$ cat config.mk
export PLATFORM = sky130hd
export DESIGN_NAME = swoq_cfg
export DESIGN_NICKNAME = d
export VERILOG_FILES = /design/src/hw/rtl/swoq_pkg.sv /design/src/hw/rtl/swoq_cfg.sv
export SDC_FILE = /design/constraint.sdc
export NUM_CORES = 1
export LEC_CHECK = 0
export BUFFER_PORTS_ARGS = -buffer_cell sky130_fd_sc_hd__buf_4
export CORE_MARGIN = 3
export CORE_UTILIZATION = 29
export DETAILED_ROUTE_END_ITERATION = 10
export GPL_ROUTABILITY_DRIVEN = 0
export HOLD_SLACK_MARGIN = 0.03
export PLACE_DENSITY_LB_ADDON = 0.25
export SYNTH_ARGS = -nofsm -noshare
export SYNTH_HDL_FRONTEND = slang
export SYNTH_SLANG_ARGS = --single-unit
export TNS_END_PERCENT = 10
$ cat constraint.sdc
create_clock -name clk_i -period 1.9 [get_ports clk_i]
set_input_delay 0.38 -clock clk_i [delete_from_list [all_inputs] [get_ports clk_i]]
set_output_delay 0.38 -clock clk_i [all_outputs]
set_load 0.01 [all_outputs]
$ cat src/hw/rtl/swoq_pkg.sv
package swoq_pkg;

  localparam int QUEUE_DEPTH = 512;
  localparam int VALUE_BITS  = 26;
  localparam int CNT_W       = $clog2(QUEUE_DEPTH + 1);
  localparam int ADDR_W      = $clog2(QUEUE_DEPTH);
  localparam int LC_W        = 5;
  localparam int TGT_W       = (VALUE_BITS > 32) ? VALUE_BITS : 32;
  localparam int PADDR_W     = 3;

  localparam logic [1:0] CMD_PUSH  = 2'd0;
  localparam logic [1:0] CMD_POP   = 2'd1;
  localparam logic [1:0] CMD_CLEAR = 2'd2;

  localparam logic [LC_W-1:0] LETTER_COUNT_RST = LC_W'(26);
  localparam logic            REG_LETTER_COUNT = 1'b0;

  typedef struct packed {
    logic [1:0]            command;
    logic [VALUE_BITS-1:0] value;
  } in_t;

  typedef struct packed {
    logic [VALUE_BITS-1:0] window_or;
    logic                  is_empty;
    logic                  all_present;
    logic                  push_dropped;
  } out_t;

endpackage

$ cat src/hw/rtl/swoq_cfg.sv
module swoq_cfg (
  input  logic                                clk_i,
  input  logic                                rst_ni,
  input  logic                                psel,
  input  logic                                penable,
  input  logic                                pwrite,
  input  logic [swoq_pkg::PADDR_W-1:0]        paddr,
  input  logic [31:0]                         pwdata,
  output logic [31:0]                         prdata,
  output logic                                pready,
  output logic [swoq_pkg::LC_W-1:0]           letter_count_o
);
  import swoq_pkg::*;

  logic [LC_W-1:0] letter_count_q, letter_count_d;
  logic            wr_en;

  assign pready = 1'b1;
  assign wr_en  = psel && penable && pwrite && pready && (paddr[2] == REG_LETTER_COUNT);

  always_comb begin
    letter_count_d = letter_count_q;
    if (wr_en) begin
      letter_count_d = pwdata[LC_W-1:0];
    end
  end

  always_ff @(posedge clk_i or negedge rst_ni) begin
    if (!rst_ni) begin
      letter_count_q <= LETTER_COUNT_RST;
    end else begin
      letter_count_q <= letter_count_d;
    end
  end

  assign prdata = (paddr[2] == REG_LETTER_COUNT) ? 32'(letter_count_q) : 32'd0;
  assign letter_count_o = letter_count_q;

endmodule

==> run summary <==
The run finished with clean final reports. For the final count of pins violating max slew, the log shows 0. The synthesized netlist devotes 0% of its cell area to compound gates. The run gives 78 as the count of pins on the block boundary. For the number of distinct standard cells referenced by the synthesized netlist, the log shows 7. Using the TritonRoute via totals, the vias-per-cell ratio works out to 3.524. The repair_antennas step left the layout with diodes totalling 0. The run gives 1.52 ns as the data required time at the worst endpoint. Of all flip-flops after synthesis, the portion carrying an async set or reset was 100.0%. The count of antenna-violating nets left after detailed routing was 0; the layout overhead on the synthesized area was 19.68%. The H-tree depth reported by CTS came out at 1. The worst setup path is launched from a flop.

The startpoint identified for the worst register-to-register timing path is letter_count_o[0]. Hold timing on the final database bottoms out at a slack of 0.3645 ns. The portion of synthesized area spent on multiplexers is 11.97%. The routed layout has 296 vias. For the final setup violation count, the log shows 0. In this run the tool buffered the top-level ports with 20 buffer cells. The layout filler cell count was 140; the data arrival time of the critical path was 1.04 ns.

The final critical path takes up 74.56% of the cycle. The biggest area contributor in the post-synthesis netlist is sky130_fd_sc_hd__buf_4. In the synthesized netlist the dominant register cell turns out to be sky130_fd_sc_hd__dfstp_2.

The initial utilization of the core area, before any placement, comes to 33.24%. After detailed routing, the number of remaining DRC violations is 0. Clock tree synthesis selected as its root buffer the cell sky130_fd_sc_hd__clkbuf_4.

Synthesized-area fraction occupied by and/or/nand/nor cells: 14.36%. Before CTS, the worst setup slack after placement is 0.6760 ns. The critical path in this run is classified as flop to primary output. The width of the chip was 46.28 um. Clock latency on the worst-skew pair, taken at its later pin, is 0.24 ns. The area share of xor/xnor cells in the synthesized design was 0%. Setup repair after global routing left no endpoint under its margin. In the final layout, the share of cells above drive strength 1 is 53.62%. The worst setup path is captured at a primary output.

The floorplan step defined a core boundary enclosing 1415 um^2. The pre-antenna-repair detailed-routing pass consisted of 3 iterations. In this run the mean area of a mapped cell was 10.23 um^2.

Die span in y: 46.28 um. The number of storage elements in the synthesis netlist was 5; the sink count of the clock tree was 5. The tightest min-delay check is of the input port to flop type.

The total clock buffers created by CTS is 3, and the peak supply drop is 0.0004049 V. The number of enable-type register cells in the synthesized netlist was 0; the wire length per cell was 9.440 um. The shortest period the worst path allows is 1.417 ns, and the largest driver fanout on the critical path is 3. The total power divided by cell area was 798.1 nW/um^2. The library cell with the highest instance count after synthesis was sky130_fd_sc_hd__buf_4. The row count is 13, and the worst-case clock skew is 0 ns. Synthesis handed over a netlist of 46 instances. Post-synthesis instance area: 470.5 um^2.

Global routing finished with a remaining overflow of 0. In the post-synthesis netlist, the biggest area contributors are sky130_fd_sc_hd__buf_4 45%, sky130_fd_sc_hd__dfstp_2 17%, sky130_fd_sc_hd__mux2_2 12%. For this design the static power due to leakage is 0.3272 nW.

The number of hold violations in the final report is 0, and the share of Yosys cell area claimed by the top area cell type is 44.68%. The final sum of negative setup slack was 0 ns. Post-layout net count: 110. The worst setup path startpoint was letter_count_o[4]. Clock-pin slew was measured on the worst setup and hold paths at 0.05 ns. The worst-case register-to-register setup slack is 1.15 ns, and the final core utilization is 39.79%. Summing internal, switching and leakage power gives 0.4494 mW. In the synthesized netlist, the cells that appear most often are 28 x sky130_fd_sc_hd__buf_4, 5 x sky130_fd_sc_hd__and2b_2, 5 x sky130_fd_sc_hd__mux2_2, 3 x sky130_fd_sc_hd__dfstp_2.

Once the clock tree was built, the setup fixing pass inserted 0 buffers. The first global-routing pass estimated 1097 um of wire. The longest clock path from root to sink contains 2 buffers.

Summed over all nets, the half-perimeter wirelength after detailed placement is 669.8 um. Entering global routing, the biggest net connects 7 pins. The number of global-route vias before repair is 263. The run gives 0 as the initial antenna violation count. The worst hold path begins at pwdata[1]. The run gives 27.39% as the sequential share of the synthesized area. The tools report the global routing usage summed across all routing layers as 7.784%. The number of design-rule violations left by the first detailed-router iteration came out at 1. The die covers 2141 um^2.

The worst path meets setup with 0.4833 ns of slack. The number of warnings printed during yosys synthesis was 0. The flip-flop count of the largest register, all copies and words added was 5. TritonCTS built the clock tree.

For this run, the top clock speed supported by timing is 705.9 MHz. The number of max-capacitance violations reported is 0. After synthesis, the largest family of logic cells by area is buffers and inverters.

For this block, the routed nets add up to 793 um of wire. Summing the areas of all fa, ha and maj instances in the mapped netlist gives 0% of the synthesized area.
-- critical path: stages, from the launching register on --
cell and delay (ns):
sky130_fd_sc_hd__dfstp_2 0.53, sky130_fd_sc_hd__and2b_2 0.14, sky130_fd_sc_hd__buf_4 0.11
-- cells in the final DEF, fill, tap and decap left out --
master,instances
sky130_fd_sc_hd__dlygate4sd3_1,1
sky130_fd_sc_hd__mux2_2,5
sky130_fd_sc_hd__dfstp_2,3
sky130_fd_sc_hd__nand4b_4,1
sky130_fd_sc_hd__conb_1,28
sky130_fd_sc_hd__and2b_2,5
sky130_fd_sc_hd__buf_4,20
sky130_fd_sc_hd__clkbuf_4,3
sky130_fd_sc_hd__dfrtp_1,2
sky130_fd_sc_hd__clkbuf_1,1
-- cells by family (layout without fill, tap and decap cells) --
kind of cell / count (synthesis) / after routing
other cells: 2 / 28
buf+inv: 28 / 25
flops: 5 / 5
simple gates: 6 / 6
mux: 5 / 5
-- metal layers --
metal | wire length (um) | part of all wire [%] | up-vias | global-route usage (%)
met5 | 0 | 0 | - | 0
met1 | 236 | 30 | 129 | 7.243
met3 | 137 | 17 | 2 | 4.297
met4 | 27 | 3.4 | 0 | 8.523
li1 | - | - | 132 | -
met2 | 392 | 49 | 33 | 11.26
-- final timing paths --
check | end | depth (start not counted)
max | prdata[4] | 2
min | letter_count_o[1] | 2
max reg2reg | letter_count_o[0] | 1
min reg2reg | letter_count_o[2] | 1
max in group asynchronous | letter_count_o[3] | 2
min in group asynchronous | letter_count_o[0] | 2
-- metrics by stage --
stage                     cells  cell area [um^2]
final                        84             563.0
after global routing         84             563.0
after CTS                    84             563.0
after detailed placement     79             526.8
after global placement       79             526.8
after floorplan              72             568.0
-- area by class of cell --
cell class | instances | area [um^2] | share of cell area [%]
Multi-Input combinational cell | 39 | 229.0 | 40.67
Timing Repair Buffer | 21 | 160.2 | 28.44
Sequential cell | 5 | 128.9 | 22.89
Clock buffer | 4 | 26.28 | 4.667
Tap cell | 15 | 18.77 | 3.333
-- power by group --
| part | switching, mW | total (mW) | internal, mW |
|---|---|---|---|
| logic | 0.0779 | 0.167 | 0.0888 |
| clock network | 0.0472 | 0.127 | 0.0796 |
| registers | 0.0150 | 0.156 | 0.141 |
| total | 0.140 | 0.449 | 0.309 |
-- what timing repair did --
| action | in CTS | in global routing |
|---|---|---|
| setup endpoints to repair | 0 | 0 |
| hold buffers | 1 | 0 |
| resized for setup | 0 | 0 |
| hold endpoints to repair | 2 | 0 |
(Power assumes the default switching activity.)
